File: src/hdl/ovle_pkg.sv
// ============================================================================
// ovle_pkg
// Shared types and constants for the ordered value list engine.
// ============================================================================
`default_nettype none

package ovle_pkg;

    // Store geometry
    localparam int CAPACITY = 64;
    localparam int VALUE_W  = 32;
    localparam int IDX_W    = $clog2(CAPACITY);
    localparam int CNT_W    = $clog2(CAPACITY + 1);
    localparam int OP_W     = 3;
    localparam int POS_W    = 7;
    localparam int STAT_W   = 2;

    // Stream word widths
    localparam int IN_FIELDS_W  = OP_W + VALUE_W + POS_W;
    localparam int IN_TDATA_W   = ((IN_FIELDS_W + 7) / 8) * 8;
    localparam int OUT_FIELDS_W = STAT_W + 1 + IDX_W + VALUE_W + CNT_W;
    localparam int OUT_TDATA_W  = ((OUT_FIELDS_W + 7) / 8) * 8;

    // Operation codes
    localparam logic [OP_W-1:0] OP_APPEND   = 3'd0;
    localparam logic [OP_W-1:0] OP_UNIQUE   = 3'd1;
    localparam logic [OP_W-1:0] OP_INSERT   = 3'd2;
    localparam logic [OP_W-1:0] OP_REMOVE   = 3'd3;
    localparam logic [OP_W-1:0] OP_INDEX_OF = 3'd4;
    localparam logic [OP_W-1:0] OP_POP      = 3'd5;

    // Status codes
    localparam logic [STAT_W-1:0] ST_OK     = 2'd0;
    localparam logic [STAT_W-1:0] ST_FULL   = 2'd1;
    localparam logic [STAT_W-1:0] ST_EMPTY  = 2'd2;
    localparam logic [STAT_W-1:0] ST_BADPOS = 2'd3;

    // What the cells do with their entries
    typedef enum logic [1:0] {
        ACT_NONE   = 2'd0,
        ACT_INSERT = 2'd1,
        ACT_REMOVE = 2'd2
    } cell_act_t;

    // Broadcast from the sequencer to every cell
    typedef struct packed {
        logic                 cmp;
        cell_act_t            act;
        logic [CNT_W-1:0]     where;
        logic [CNT_W-1:0]     count;
        logic [VALUE_W-1:0]   value;
    } cell_ctrl_t;

endpackage

`default_nettype wire

File: src/hdl/ovle_first.sv
// ============================================================================
// ovle_first
// Registered priority encoder: finds the lowest cell that reported a match.
// ============================================================================
`default_nettype none

module ovle_first (
    input  wire logic                            clk,
    input  wire logic                            rst_n,
    input  wire logic                            load,
    input  wire logic [ovle_pkg::CAPACITY-1:0]   match_bits,
    output logic                                 hit,
    output logic      [ovle_pkg::IDX_W-1:0]      index
);

    logic [ovle_pkg::CAPACITY-1:0] lowest;
    logic [ovle_pkg::IDX_W-1:0]    enc;
    logic                          hit_reg, hit_next;
    logic [ovle_pkg::IDX_W-1:0]    index_reg, index_next;

    // Isolate the lowest set bit, then encode the one-hot result.
    assign lowest = match_bits & (~match_bits + ovle_pkg::CAPACITY'(1));

    always_comb
    begin
        enc = '0;
        for (int i = 0; i < ovle_pkg::CAPACITY; i++)
        begin
            if (lowest[i])
            begin
                enc = enc | ovle_pkg::IDX_W'(i);
            end
        end
    end

    always_comb
    begin
        hit_next   = hit_reg;
        index_next = index_reg;
        if (load)
        begin
            hit_next   = |match_bits;
            index_next = enc;
        end
    end

    always_ff @(posedge clk or negedge rst_n)
    begin
        if (!rst_n)
        begin
            hit_reg   <= 1'b0;
            index_reg <= '0;
        end
        else
        begin
            hit_reg   <= hit_next;
            index_reg <= index_next;
        end
    end

    assign hit   = hit_reg;
    assign index = index_reg;

endmodule

`default_nettype wire

File: config.mk
export PLATFORM = sky130hd
export DESIGN_NAME = ovle_first
export DESIGN_NICKNAME = d
export VERILOG_FILES = /design/src/hdl/ovle_pkg.sv /design/src/hdl/ovle_first.sv
export SDC_FILE = /design/constraint.sdc
export NUM_CORES = 1
export LEC_CHECK = 0
export BUFFER_PORTS_ARGS = -buffer_cell sky130_fd_sc_hd__buf_2
export CORE_ASPECT_RATIO = 0.8
export CORE_MARGIN = 4
export CORE_UTILIZATION = 30
export DETAILED_ROUTE_END_ITERATION = 12
export PLACE_DENSITY = 0.63
export SYNTH_ARGS = -nofsm -noshare
export SYNTH_HDL_FRONTEND = slang
export SYNTH_SLANG_ARGS = --single-unit
File: constraint.sdc
create_clock -name clk -period 0.88 [get_ports clk]
set_clock_uncertainty 0.15 [all_clocks]
set_input_delay 0.088 -clock clk [delete_from_list [all_inputs] [get_ports clk]]
set_output_delay 0.088 -clock clk [all_outputs]
set_load 0.01 [all_outputs]
==> results by group <==
Status
  • Failing checks: negative setup slack
  • Outcome: complete, but fails checks

Worst setup path
  • Crit end category: flop
  • CP Launch Type: input pin
  • CP max stage delay: 0.54 ns
  • CP max FO: 5
  • Crit-path slowest cell: or4_4
  • Crit path buf inv count: 3
  • WP data required: about 0.90 ns
  • Worst Path Arrival: around 2.3 ns
  • Crit path kind: input pin to flop
  • CP delay by family, top: simple AND/OR/NAND/NOR gates
  • CP cell instances: buf_6 > or4_4 > or4_4 > nor4_4 > buf_6 > nand4b_1 > o211ai_2 > buf_4 > o32a_1

Power and ir drop
  • Combinational share of power: 0.539
  • Leak pwr: 1.589 nW
  • Clock network power share: 0.261
  • Switch Pwr: just over 0.6 mW
  • Tot Pwr: about 1.8 mW
  • Seq pwr share: 0.200
  • Cell Pwr Density: roughly 540 nW/µm²
  • Worst vdd ir: roughly 450 µV
  • Internal: 1.177 mW
  • Sw Ratio: 0.3409

Synth
  • Syn avg cell area: 6.581 µm²
  • Syn Nets: 321
  • Mapped Area: ~1700 µm²
  • Top FF cell, synth: dfrtp_1
  • Sequential fraction of the synthesis area: 0.1048
  • Cells after Synth: 254
  • Post-synthesis register bit count: 7
  • Post-synth EDFFs: 0
  • Ys async rst share: 1.000
  • Netlist cell types: 52
  • Yosys warning count: 0

Layout
  • Most frequent cells in the layout: 135 x buf_4, 71 x buf_2, 32 x nor2_1
  • Area of the multi-input gates: 1531 µm²
  • Area Growth Syn to Fin: 99.40%
  • Leading cell type in the layout, fill and taps excluded: buf_4
  • Fraction of layout instances using a drive strength above 1: 0.5161
  • Max FFs per register: 6
  • FF+latch area: 175.2 µm²
  • Final net count: approximately 540
  • Design area: 3333 µm²
  • Antenna cells: 0
  • Layout fillers: slightly below 500

Global route
  • GRT Util Overall: 0.2356
  • Total gr overflow: 0
  • Initial antenna violation count: 0
  • First-pass GRT wire length: about 13 mm
  • Vias in the first global route: 2814
  • Largest net degree at the start of global routing: 10

Routing
  • DRT Pass-1 Iters: 6
  • Vias/cell: 5.578
  • Via Count: 3040
  • Mean routed wirelength per cell: 15.59 µm
  • Final ANT Viol Nets: 0
  • Total wire length: approximately 8.5 mm
  • Residual DRC count: 0
  • Drt first-iter violations: 292

Place
  • DP Area: 3099 µm²
  • Port-buffer cells: 73
  • GPL Wtd Cong: 0.9843
  • Final HPWL DP: 7.087 mm

Clocking
  • Worst-skew pair later-pin latency: between 0.2 and 0.25 ns
  • Clock root cell: clkbuf_8
  • Clock transition at the registers of the reported paths: approximately 0.04 ns
  • CTS tree: yes
  • CTS Buffer Depth: 2
  • TritonCTS Buffers: 3
  • CTS Sinks: 7
  • H-tree Lvls: 1

Floorplan
  • Ports: 74
  • Num rows: 24
  • Die height: 74.77 µm
  • Die Area: 6838 µm²
  • Die width: between 90 and 100 µm
  • Initial Utilization: 0.3076
  • Core area: 5435 µm²

STA
  • Slew Limit Fails: 0
  • Slew headroom: 0.5619
  • RSZ-0062 raised after global routing: yes
  • Peak Freq: 436.4 MHz
  • Measured slew at the worst slew-check pin: 0.6511 ns
  • Post-layout min period: around 2.3 ns
  • Hold Vio Cnt, Final: 0
  • # setup viols final: 14
  • Final setup margin: -1.412 ns
  • Final period util: 2.604

Worst hold path
  • Worst hold path type: input pin to async pin

Run
  • Max-cap violations: 0
## repair_timing
item,in CTS,in global routing
resized for setup,8,19
buffers inserted,5,5
hold endpoints to repair,7,0
hold buffers,1,0
pin swaps,0,7
cloned,0,1
endpoints found under the setup margin,14,14
## worst reg2reg max path, stage by stage (launching register included)
cell	delay, ns
dfrtp_1	0.39
buf_4	0.14
o32a_1	0.15
## metrics by stage
step | setup TNS (ns) | std cells | setup WS (ns) | utilization | hold slack [ns]
floorplan | -9.509 | 254 | -1.463 | - | -0.3576
global placement | -10.48 | 531 | -1.568 | 0.5702 | -0.2246
detailed placement | -10.76 | 531 | -1.625 | 0.5702 | -0.2216
CTS | -9.592 | 541 | -1.356 | 0.5923 | 0.06879
global route | -10.47 | 545 | -1.462 | 0.6133 | 0.1070
finish | -9.989 | 545 | -1.412 | 0.6133 | 0.07873
## cells by family after synthesis
kind of cell	synth area share
flip-flops	0.1048
AO/OA/AOI/OAI	0.2822
buffers and inverters	0.03144
AND/OR/NAND/NOR	0.5816
## layer usage
layer,share of wire,global-route usage,vias up
met4,0.021,0.05853,0
met1,0.46,0.3367,1368
li1,-,-,1466
met5,0,0,-
met2,0.43,0.3733,176
met3,0.095,0.03696,30
## area by class of cell
type	instances	area share
inverters	10	0.01126
flip-flops and latches	7	0.05255
multi-input cells	233	0.4595
clock buffers	4	0.01351
repair buffers	213	0.4339
well taps	78	0.02928
## path summary, 6_finish.rpt
kind / startpoint / end / slack, ns / cells past startpoint
min reg2reg: index[5] / index[5] / 0.40 / 2
max in group asynchronous: rst_n / index[0] / 0.34 / 2
min in group clk: match_bits[63] / hit / 0.17 / 3
min: rst_n / index[1] / 0.08 / 2
max: match_bits[13] / index[3] / -1.41 / 9
max reg2reg: index[3] / index[3] / -0.07 / 2
## synth_stat cells (all sizes together), types with 3 or more instances
cell	number	share of area
a21oi	13	0.039
nand4	9	0.034
o21bai	3	0.013
o21a	3	0.013
nand3	14	0.042
nand3b	4	0.018
and3	5	0.019
o32a	3	0.018
and2	3	0.011
clkbuf	4	0.0090
or4	9	0.046
nor2	34	0.076
o21ai	14	0.042
nor2b	5	0.019
nor4	24	0.099
or2	3	0.011
and4b	3	0.018
nand2	14	0.033
nor3	19	0.057
inv	10	0.022
or3	3	0.011
a31oi	5	0.019
nor3b	4	0.018
dfrtp	7	0.10
nor4b	7	0.037
o211ai	3	0.016
## power groups by stage
| stage | clock network (mW) | logic [mW] | registers (mW) |
|---|---|---|---|
| after floorplan | 0 | 0.224 | 0.372 |
| after CTS | 0.466 | 0.921 | 0.357 |
| after global placement | 0 | 0.870 | 0.361 |
| final | 0.465 | 0.963 | 0.358 |
| after global routing | 0.492 | 1.04 | 0.360 |
| after detailed placement | 0 | 0.888 | 0.363 |
Power figures use the tool's default switching activity.
