File: src/hdl/ovle_pkg.sv
// ============================================================================
// ovle_pkg
// Shared types and constants for the ordered value list engine.
// ============================================================================
`default_nettype none

package ovle_pkg;

    // Store geometry
    localparam int CAPACITY = 64;
    localparam int VALUE_W  = 32;
    localparam int IDX_W    = $clog2(CAPACITY);
    localparam int CNT_W    = $clog2(CAPACITY + 1);
    localparam int OP_W     = 3;
    localparam int POS_W    = 7;
    localparam int STAT_W   = 2;

    // Stream word widths
    localparam int IN_FIELDS_W  = OP_W + VALUE_W + POS_W;
    localparam int IN_TDATA_W   = ((IN_FIELDS_W + 7) / 8) * 8;
    localparam int OUT_FIELDS_W = STAT_W + 1 + IDX_W + VALUE_W + CNT_W;
    localparam int OUT_TDATA_W  = ((OUT_FIELDS_W + 7) / 8) * 8;

    // Operation codes
    localparam logic [OP_W-1:0] OP_APPEND   = 3'd0;
    localparam logic [OP_W-1:0] OP_UNIQUE   = 3'd1;
    localparam logic [OP_W-1:0] OP_INSERT   = 3'd2;
    localparam logic [OP_W-1:0] OP_REMOVE   = 3'd3;
    localparam logic [OP_W-1:0] OP_INDEX_OF = 3'd4;
    localparam logic [OP_W-1:0] OP_POP      = 3'd5;

    // Status codes
    localparam logic [STAT_W-1:0] ST_OK     = 2'd0;
    localparam logic [STAT_W-1:0] ST_FULL   = 2'd1;
    localparam logic [STAT_W-1:0] ST_EMPTY  = 2'd2;
    localparam logic [STAT_W-1:0] ST_BADPOS = 2'd3;

    // What the cells do with their entries
    typedef enum logic [1:0] {
        ACT_NONE   = 2'd0,
        ACT_INSERT = 2'd1,
        ACT_REMOVE = 2'd2
    } cell_act_t;

    // Broadcast from the sequencer to every cell
    typedef struct packed {
        logic                 cmp;
        cell_act_t            act;
        logic [CNT_W-1:0]     where;
        logic [CNT_W-1:0]     count;
        logic [VALUE_W-1:0]   value;
    } cell_ctrl_t;

endpackage

`default_nettype wire

File: src/hdl/ovle_cell.sv
// ============================================================================
// ovle_cell
// One entry of the list: holds a value, compares it with the search key and
// shifts to or from its neighbors on insert and remove.
// ============================================================================
`default_nettype none

module ovle_cell (
    input  wire logic                           clk,
    input  wire logic                           rst_n,
    input  wire ovle_pkg::cell_ctrl_t           ctrl,
    input  wire logic [ovle_pkg::IDX_W-1:0]     cell_index,
    input  wire logic [ovle_pkg::VALUE_W-1:0]   left_value,
    input  wire logic [ovle_pkg::VALUE_W-1:0]   right_value,
    output logic      [ovle_pkg::VALUE_W-1:0]   entry_value,
    output logic                                match,
    output logic      [ovle_pkg::VALUE_W-1:0]   tail_value
);

    logic [ovle_pkg::VALUE_W-1:0] entry_reg, entry_next;
    logic                         match_reg, match_next;
    logic [ovle_pkg::VALUE_W-1:0] tail_reg, tail_next;
    logic [ovle_pkg::CNT_W-1:0]   idx_ext;
    logic [ovle_pkg::CNT_W-1:0]   idx_inc;

    assign idx_ext = ovle_pkg::CNT_W'(cell_index);
    assign idx_inc = idx_ext + ovle_pkg::CNT_W'(1);

    // Entry update: load, take from the lower neighbor, or take from the upper one.
    always_comb
    begin
        entry_next = entry_reg;
        case (ctrl.act)
            ovle_pkg::ACT_INSERT:
            begin
                if (idx_ext == ctrl.where)
                begin
                    entry_next = ctrl.value;
                end
                else if ((idx_ext > ctrl.where) && (idx_ext <= ctrl.count))
                begin
                    entry_next = left_value;
                end
            end
            ovle_pkg::ACT_REMOVE:
            begin
                if ((idx_ext >= ctrl.where) && (idx_inc < ctrl.count))
                begin
                    entry_next = right_value;
                end
            end
            default:
            begin
                entry_next = entry_reg;
            end
        endcase
    end

    // Compare against the key and capture the last live entry for a pop.
    always_comb
    begin
        match_next = match_reg;
        tail_next  = tail_reg;
        if (ctrl.cmp)
        begin
            match_next = (entry_reg == ctrl.value) && (idx_ext < ctrl.count);
            tail_next  = (idx_inc == ctrl.count) ? entry_reg : '0;
        end
    end

    always_ff @(posedge clk or negedge rst_n)
    begin
        if (!rst_n)
        begin
            entry_reg <= '0;
            match_reg <= 1'b0;
            tail_reg  <= '0;
        end
        else
        begin
            entry_reg <= entry_next;
            match_reg <= match_next;
            tail_reg  <= tail_next;
        end
    end

    assign entry_value = entry_reg;
    assign match       = match_reg;
    assign tail_value  = tail_reg;

endmodule

`default_nettype wire

File: config.mk
export PLATFORM = sky130hd
export DESIGN_NAME = ovle_cell
export DESIGN_NICKNAME = d
export VERILOG_FILES = /design/src/hdl/ovle_pkg.sv /design/src/hdl/ovle_cell.sv
export SDC_FILE = /design/constraint.sdc
export NUM_CORES = 1
export LEC_CHECK = 0
export ABC_CLOCK_PERIOD_IN_PS = 4010
export BUFFER_PORTS_ARGS = -buffer_cell sky130_fd_sc_hd__buf_2
export CORE_MARGIN = 8
export CORE_UTILIZATION = 35
export DETAILED_ROUTE_END_ITERATION = 16
export PLACE_DENSITY = 0.63
export SYNTH_ARGS = -nofsm -noshare
export SYNTH_HDL_FRONTEND = slang
export SYNTH_SLANG_ARGS = --single-unit
File: constraint.sdc
create_clock -name clk -period 4.01 [get_ports clk]
set_clock_uncertainty 0.2 [all_clocks]
set_input_delay 0.2005 -clock clk [delete_from_list [all_inputs] [get_ports clk]]
set_output_delay 0.2005 -clock clk [all_outputs]
set_load 0.05 [all_outputs]
==> reports/summary.md, run 1 <==
The number of fill cells was 1146. The total routing resource utilization after global routing is 16.5%. For the count of inserted antenna diode cells, the log shows 0.

The routed design could run at a clock period as short as 2.93 ns. The DRC violations left is 0. The arrival time of data at the critical path endpoint is 2.94 ns. The mux share of post-synthesis cell area works out to 19.0%.

The count of final hold-check violations was 0; the transition time at the pin with the least slew margin was 0.845 ns. In the layout the commonest cells are sky130_fd_sc_hd__buf_2 (185), sky130_fd_sc_hd__nand2_1 (66), sky130_fd_sc_hd__o21ai_0 (66), sky130_fd_sc_hd__dfrtp_1 (65), sky130_fd_sc_hd__inv_1 (51). In this run, synthesis produced a sequential element count of 65.

The congestion estimate from routability-driven global placement came to 0.777. The tools report the sequential-to-total area share from yosys stat as 39.0%. The first detailed-routing pass ran for 4 iterations. Summed over all layers, the routed wires come to 13000 microns. The worst-case headroom to the max-slew limit was 43.7%.

STA classifies the critical path endpoint as a register. Final hold analysis gives a worst-case slack of 0.0218 ns. After floorplanning, the core was divided into 40 placement rows.

Clock sink count: 65. The flow ran to the end, and the final reports show no timing, DRC or antenna violations. Clock-pin slew was measured on the worst setup and hold paths at 0.06 ns. Counting along the longest clock path gives a buffer depth of 2. The run gives 0.000331 V as the worst supply voltage drop on vdd.

Along the worst path, the maximum fanout reaches 17. From synthesis to final layout, the design area changed by 33.8%. The fraction of the core area covered by cells at the end of the flow is 47.3%. Setup repair after global routing left no endpoint under its margin. Number of antenna violations at the first check in global routing: 0. Most common cell after layout, fill and taps aside: sky130_fd_sc_hd__buf_2. The run gives 0 as the number of nets with antenna violations after detailed routing. For the leakage component of the power, the log shows 3.07 nW.

The tools report the number of global-route vias before repair as 4123. The fraction of synthesized cell area in xor and xnor cells came out at 7.34%. From bottom edge to top edge, the die measures 125 microns.

For the setup TNS, the log shows 0 ns. STA puts the critical path data required time at 4.01 ns. TritonCTS built the clock tree. Library cell used as clock root buffer: sky130_fd_sc_hd__clkbuf_16. The tools report the kind of start point of the critical path as a primary input.

Entering global routing, the biggest net connects 38 pins. Global routing finished with a remaining overflow of 0. The critical path class is primary input to register.

The tool flagged a number of max-cap violations equal to 0. From left edge to right edge, the die measures 125 microns. The min-delay analysis places its worst path in the category primary input to register. Synthesis produced a netlist with a net count of 578.

In this run the number of H-tree levels came out at 3. The synthesized netlist occupies a cell area of 0.00417 sq mm. Buffers placed on the I/O ports in this run total 185.

The number of vias per cell after detailed routing was 4.79; the placeable core region was 0.0118 sq mm. The post-route clock period utilization was 73.1%; the area fraction in compound gates after synthesis was 10.8%. The routed layout has 3692 vias.

The cell area power density was 513 mW/mm^2. The simple-gate share of the synthesized area was 10.4%; the average wire per cell in the routed design was 16.9 microns. For this run, the post-layout net count is 762.

The logs give 34 for the count of unique library cells instantiated by Yosys and 435 for the gate count after technology mapping. The max-slew violation count is 0. The detailed router finished its first iteration with 154 violations. Once detailed placement completed, the half-perimeter wirelength came to 10400 microns. For this run, the number of Yosys warnings is 0. Of the total synthesized cell area, the portion taken by full adders, half adders and majority gates is 6.59%.

The first-pass GRT wire length came out at 21000 microns. Averaged over all synthesized cells, the footprint is 9.60 sq um. For this run, the top clock speed supported by timing is 341 MHz. In the final layout, the share of cells above drive strength 1 is 39.1%. The CTS buffer count is 9, and the effective utilization at floorplan is 35.3%. Setup violations remaining at the end of the flow were counted as 0.

The floorplan step defined a die boundary enclosing 0.0157 sq mm. The total I/O pin count came out at 186. Combinational family with the most area after synthesis: multiplexers.

The clock reaches the later pin of the worst-skew pair after 0.32 ns.
## kinds of logic (layout without fill, tap and decap cells)
family | count (synthesis) | in the layout
AND/OR/NAND/NOR | 95 | 95
AO/OA/AOI/OAI | 84 | 84
buffers and inverters | 70 | 259
flip-flops | 65 | 65
multiplexers | 64 | 64
XOR/XNOR | 35 | 35
adder cells (fa/ha/maj) | 22 | 22
## layer usage
metal / track usage [%] / share of wire (%)
met4: 3.44 / 0.79
met5: 0 / 0
met1: 19.9 / 44
met2: 28.6 / 49
met3: 4.50 / 5.5
## critical path, cell delays in order
cell and delay (ns):
sky130_fd_sc_hd__buf_2 0.13, sky130_fd_sc_hd__ha_1 0.19, sky130_fd_sc_hd__nand3_1 0.12, sky130_fd_sc_hd__xnor2_1 0.15, sky130_fd_sc_hd__ha_1 0.29, sky130_fd_sc_hd__a21o_1 0.19
sky130_fd_sc_hd__a21o_1 0.17, sky130_fd_sc_hd__a211oi_1 0.37, sky130_fd_sc_hd__o2111ai_4 0.46, sky130_fd_sc_hd__buf_12 0.35, sky130_fd_sc_hd__mux2_4 0.30
## power by group
| part | switching, mW | internal, mW | total (mW) |
|---|---|---|---|
| combinational | 0.729 | 0.399 | 1.13 |
| sequential | 0.166 | 0.778 | 0.944 |
| clock | 0.294 | 0.499 | 0.792 |
| total | 1.19 | 1.68 | 2.87 |
## final timing paths
check,from,to,slack [ns],depth (start not counted)
setup reg to reg,entry_value[8],match,1.85,5
setup / recovery,cell_index[1],entry_value[19],1.08,11
max in group asynchronous,rst_n,entry_value[31],2.42,3
hold / removal,right_value[16],entry_value[16],0.02,4
min in group asynchronous,rst_n,tail_value[8],0.24,2
hold reg to reg,tail_value[20],tail_value[20],0.32,2
## cells in the mapped netlist, drive strengths merged
cell     count  share of area, %
xor2        29               6.1
inv         51               4.6
mux2i       32               7.7
buf          6               1.2
and3         1              0.15
nor4         6              0.90
nor3         2              0.24
ha          22               6.6
o22ai        1              0.15
xnor2        6               1.3
a211oi       2              0.36
dfrtp       65                39
or4          1              0.18
o211ai       1              0.18
nand4b       2              0.42
nand3b       2              0.36
and4b        1              0.24
o221ai       1              0.21
a21o         2              0.36
clkbuf      13               1.2
nand4        4              0.75
nand2b       1              0.15
nand2       66               5.9
o2111ai      1              0.36
nor2         2              0.18
a21oi        9               1.1
o21ai       66               7.9
o21a         1              0.18
nand3        6              0.72
mux2        32                11
or2          1              0.15
## metrics by stage
| stage | worst slack [ns] | power, mW | cell area, sq um | std cells |
|---|---|---|---|---|
| CTS | 1.08 | 2.90 | 5580 | 771 |
| finish | 1.08 | 2.87 | 5580 | 771 |
| global placement | 0.764 | 2.08 | 5270 | 754 |
| global route | 0.876 | 3.00 | 5580 | 771 |
| floorplan | 1.49 | 1.73 | 4170 | 435 |
| detailed placement | 0.713 | 2.10 | 5270 | 754 |
## layout make-up
type                    instances  area (sq um)  area share [%]
repair buffers                192           993            17.8
well taps                     147           184            3.29
flip-flops and latches         65          1630            29.1
inverters                      51           191            3.43
multi-input cells             300          2280            40.9
clock inverters                 6          66.3            1.19
clock buffers                  10           239            4.28
## timing repair
action,in CTS,in global routing
setup buffers,0,0
hold buffers,1,0
endpoints found under the hold margin,28,0
gates resized for setup,0,0
No activity file was read; power rests on OpenSTA's default activity.
==> run 2: changes to the inputs <==
- ABC_AREA: not set -> 1
- ABC_CLOCK_PERIOD_IN_PS: 4010 -> 2350
- PLACE_DENSITY: 0.63 -> 0.64
- clock period: 4.01 -> 2.35 ns (I/O delays scaled with it)
==> run 2 against run 1 <==
Compared with the run above: core utilization is 1.7 points higher; first-iteration DRC count is 74% higher; combinational power is 35% higher; via count is 42% higher; register-to-register slack worse by 1.1 ns; synthesized cell count is 59% higher; cell count is 40% higher; critical path type unchanged; critical endpoint is now entry_value[6].
==> reports/summary.md, run 2 <==
Sorting the synthesized cells by how often they occur yields sky130_fd_sc_hd__nand2_1 (263), sky130_fd_sc_hd__inv_1 (93), sky130_fd_sc_hd__dfrtp_1 (65). Power spread over the standard cell area amounts to 643 mW/mm^2. The highest metal layer carrying signal wires in the routed design is met4. The flip-flop and latch count after synthesis was 65; the max-slew violation count was 0. Setup repair after global routing left no endpoint under its margin.

The worst hold path begins at ctrl[19]. For the fraction of the core area covered by cells at the end of the flow, the log shows 49.0%. The dominant synthesized flop cell is sky130_fd_sc_hd__dfrtp_1. The insertion delay to the later sink of the worst-skew pair was 0.33 ns. The number of input and output port buffers inserted works out to 185.

Walking the worst path, the cells encountered are buf_2 > ha_1 > nand3_1 > nor3b_1 > ha_1 > nand2_1 > inv_1 > nand2_1 > nand2_1 > a21oi_1 > nand2_2 > nand2_4 > nand3_4 > buf_12 > nand2_1 > nand2_1. The slowest stage of the critical path belongs to the cell sky130_fd_sc_hd__ha_1. The analysis attributes to net switching a power of 1.69 mW. The number of vias per cell after detailed routing came out at 4.84. In the post-synthesis netlist, the biggest area contributors are sky130_fd_sc_hd__dfrtp_1 (35%), sky130_fd_sc_hd__nand2_1 (21%), sky130_fd_sc_hd__inv_1 (7.4%).

The top cell type by area accounts for 34.7% of the synthesized area. Counting flops with a built-in enable in the synthesized netlist gives 0. The startpoint of the worst-slack reg-to-reg timing path is entry_value[13]. The total number of vias is 5242, and the number of iterations in the first detailed-routing pass is 5. Of the available clock period, the critical path in the final layout requires 83.8%. For the effective utilization at floorplan, the log shows 35.7%. Across all hold checks on the routed design, the worst slack comes to 0.0291 ns. The multi-input combinational cells in the finished layout cover a total of 0.00253 sq mm. The final layout contains routed wiring with a total length of 17400 microns. At the pin with the least slew margin, the transition time is 0.493 ns. The clock passes through at most 2 buffers. The core region is 0.0131 sq mm.

Across the whole layout, storage elements account for 0.00163 sq mm. Routability-driven placement finished with a final weighted congestion of 0.843. Leaving out fill and tap cells, the most frequent cells in the layout are sky130_fd_sc_hd__nand2_1 (263), sky130_fd_sc_hd__buf_2 (185), sky130_fd_sc_hd__inv_1 (93), sky130_fd_sc_hd__dfrtp_1 (65), sky130_fd_sc_hd__nand3_1 (55). The layout overhead on the synthesized area is 37.3%, and the sequential share of power is 34.7%. The shortest period the worst path allows was 1.97 ns.

The critical path is of the primary input to register type. The share of total power consumed by net switching is 40.8%, and the site row count is 42. Entering global routing, the biggest net connects 47 pins. The total global routing overflow is 0. The final layout contains 1048 nets. The count of final hold-check violations is 0, and the synthesized area divided by synthesized cell count is 6.76 sq um. For the required arrival time at the worst endpoint, the log shows 2.37 ns. The logs give 0 for the count of inserted antenna diode cells and 37.1% for the combinational share of power. The logs give 0 ns for the setup TNS and 19.9% for the total routing resource utilization after global routing. Including well taps, the total number of placed cells is 1037. Measured along the x axis, the die boundary spans 132 microns.

The library cell used as clock root buffer was sky130_fd_sc_hd__clkbuf_16. Internal power comes to 2.45 mW. The tools report the number of global-route vias before repair as 5286. The flow ran to the end, and the final reports show no timing, DRC or antenna violations. The first-pass GRT wire length came out at 27700 microns.

The total I/O pin count is 186. In the post-route analysis, the smallest setup slack over all paths is 0.381 ns. The worst setup path is captured at a register.

The run gives 268 as the first-iteration detailed-routing DRC count. The worst-case IR drop observed on VDD is 0.000335 V. The count of unique library cells instantiated by Yosys came out at 27.

The clock tree synthesis step divided the H-tree into 3 levels. The synthesized netlist occupies a cell area of 0.00469 sq mm. After detailed routing, the average wire length per cell comes to 16.0 microns.

The number of antenna violations at the first check in global routing came out at 0. Of the total power, the clock network draws 28.2%. Yosys printed 0 warnings. The largest total area in the synthesized netlist belongs to sky130_fd_sc_hd__dfrtp_1. After the flow finishes, the layout carries non-filler instances totaling 1083.

The critical path contains buffers and inverters numbering 3 combined. For this run, the slowest stage of the critical path takes 0.28 ns. The half-perimeter wire length of the detailed placement result is 13500 microns. Count of final setup violators: 0. The worst-case reg-to-reg path depth was 9.

For the clock sink count, the log shows 65. The gate count after technology mapping is 693. Across all register-to-register paths, the minimum setup slack is 0.77 ns. The clock-pin slew of the registers on the worst-case setup and hold paths was 0.05 ns.

The sink of the worst hold path is match. Derived from the worst setup path, the maximum achievable clock frequency is 508 MHz. The detailed route wirelength on metal3 was 1260 microns; the layout cell share with drive strength beyond 1 was 24.8%. The tools report the end of the worst register-to-register path as match.

The tools report the full die area as 0.0174 sq mm. The met1 wire length was 7850 microns. Max-cap violations in this run came to 0. The async set-or-reset flop fraction in the synthesized netlist came out at 100%.

The most common cell after layout, fill and taps aside is sky130_fd_sc_hd__nand2_1. The logs give 67.1% for the worst-case headroom to the max-slew limit and 9 for the CTS buffer count. For this design the static power due to leakage is 3.74 nW.

After filler insertion, the fill cell instance count of the layout stands at 1404. Number of cells on the worst hold path: 6. The cell class contributing the biggest share of worst-path delay was simple AND/OR/NAND/NOR gates. For this run, design rule violations remaining after detail routing come to 0. The cell that appears most often on the critical path is sky130_fd_sc_hd__nand2_1.

TritonCTS built the clock tree. Summed over all nets, wire length on met2 after detailed routing comes to 7950 microns. OpenSTA, run right after detailed placement, puts the worst setup slack at 0.0400 ns. Synthesis produced a netlist with a net count of 836. The most common cell in the netlist was sky130_fd_sc_hd__nand2_1.

The tightest min-delay check is of the primary input to register type. For the worst setup path, the data arrival time is 1.98 ns. Of all nets on the critical path, the largest fanout is 16. The number of nets with antenna violations after detailed routing came out at 0. The worst setup path is launched from a primary input. After synthesis, flip-flops and latches occupy 34.7% of the total area.

The floorplan step set the die height to 132 microns.
run 2: cell types whose count changed in the layout (fill, tap and decap cells not counted), sizes merged, moves of 32 or more:
cell / change
mux2: -32
nand3: +51
o21ai: -40
inv: +41
mux2i: -32
dlygate4sd3: +32
nand2: +201
run 2: metrics by stage:
step	total power [mW]	instance area [sq um]
final	4.14	6440
after global routing	4.36	6440
after CTS	4.17	6440
after floorplan	2.42	4690
after global placement	2.94	5860
after detailed placement	2.95	5860
run 2: worst min-delay path: cells and delay by family:
| family | cells | cell delay (ns) |
|---|---|---|
| AND/OR/NAND/NOR | 4 | 0.23 |
| buffers and inverters | 1 | 0.09 |
| XOR/XNOR | 1 | 0.07 |
run 2: cell families after synthesis:
family | count (synthesis) | share of synthesized area, %
buffers and inverters | 131 | 11.4
DFF | 65 | 34.7
AOI/OAI and AO/OA | 60 | 7.50
adders and majority gates | 22 | 5.87
xor gates and xnor gates | 14 | 2.62
and+or+nand+nor | 401 | 37.9
run 2: layout make-up:
type | instances | share of cell area [%]
clock inverters | 1 | 0.0777
repair buffers | 239 | 22.7
inverters | 93 | 5.42
multi-input cells | 497 | 39.2
well taps | 176 | 3.42
flip-flops and latches | 65 | 25.3
clock buffers | 12 | 3.83
run 2: how the worst max path moves through the flow:
stage | slack, ns | to | start | cells past startpoint
2_1_floorplan | 0.32 | entry_value[12] | cell_index[0] | 16
3_3_place_gp | 0.07 | entry_value[23] | cell_index[1] | 16
3_5_place_dp | 0.04 | entry_value[6] | cell_index[1] | 16
4_1_cts | 0.37 | entry_value[6] | cell_index[1] | 16
5_1_grt | 0.21 | entry_value[31] | cell_index[1] | 16
6_report | 0.38 | entry_value[6] | cell_index[1] | 16
run 2: power groups by stage:
stage / logic (mW) / clock network (mW) / registers (mW)
after detailed placement: 1.50 / 0 / 1.45
after floorplan: 0.556 / 0 / 1.86
after global routing: 1.67 / 1.23 / 1.46
final: 1.53 / 1.17 / 1.44
after global placement: 1.49 / 0 / 1.45
after CTS: 1.55 / 1.18 / 1.44
run 2: metal layers:
layer,GRT usage [%],vias up
li1,-,2642
met1,25.6,2378
met2,31.9,199
met3,5.22,23
met4,6.13,0
met5,0,-
run 2: timing repair:
action                                 4_1_cts  5_1_grt
hold buffers                                33        0
buffers inserted                             0        0
resized for setup                            0        0
endpoints found under the hold margin       51        0
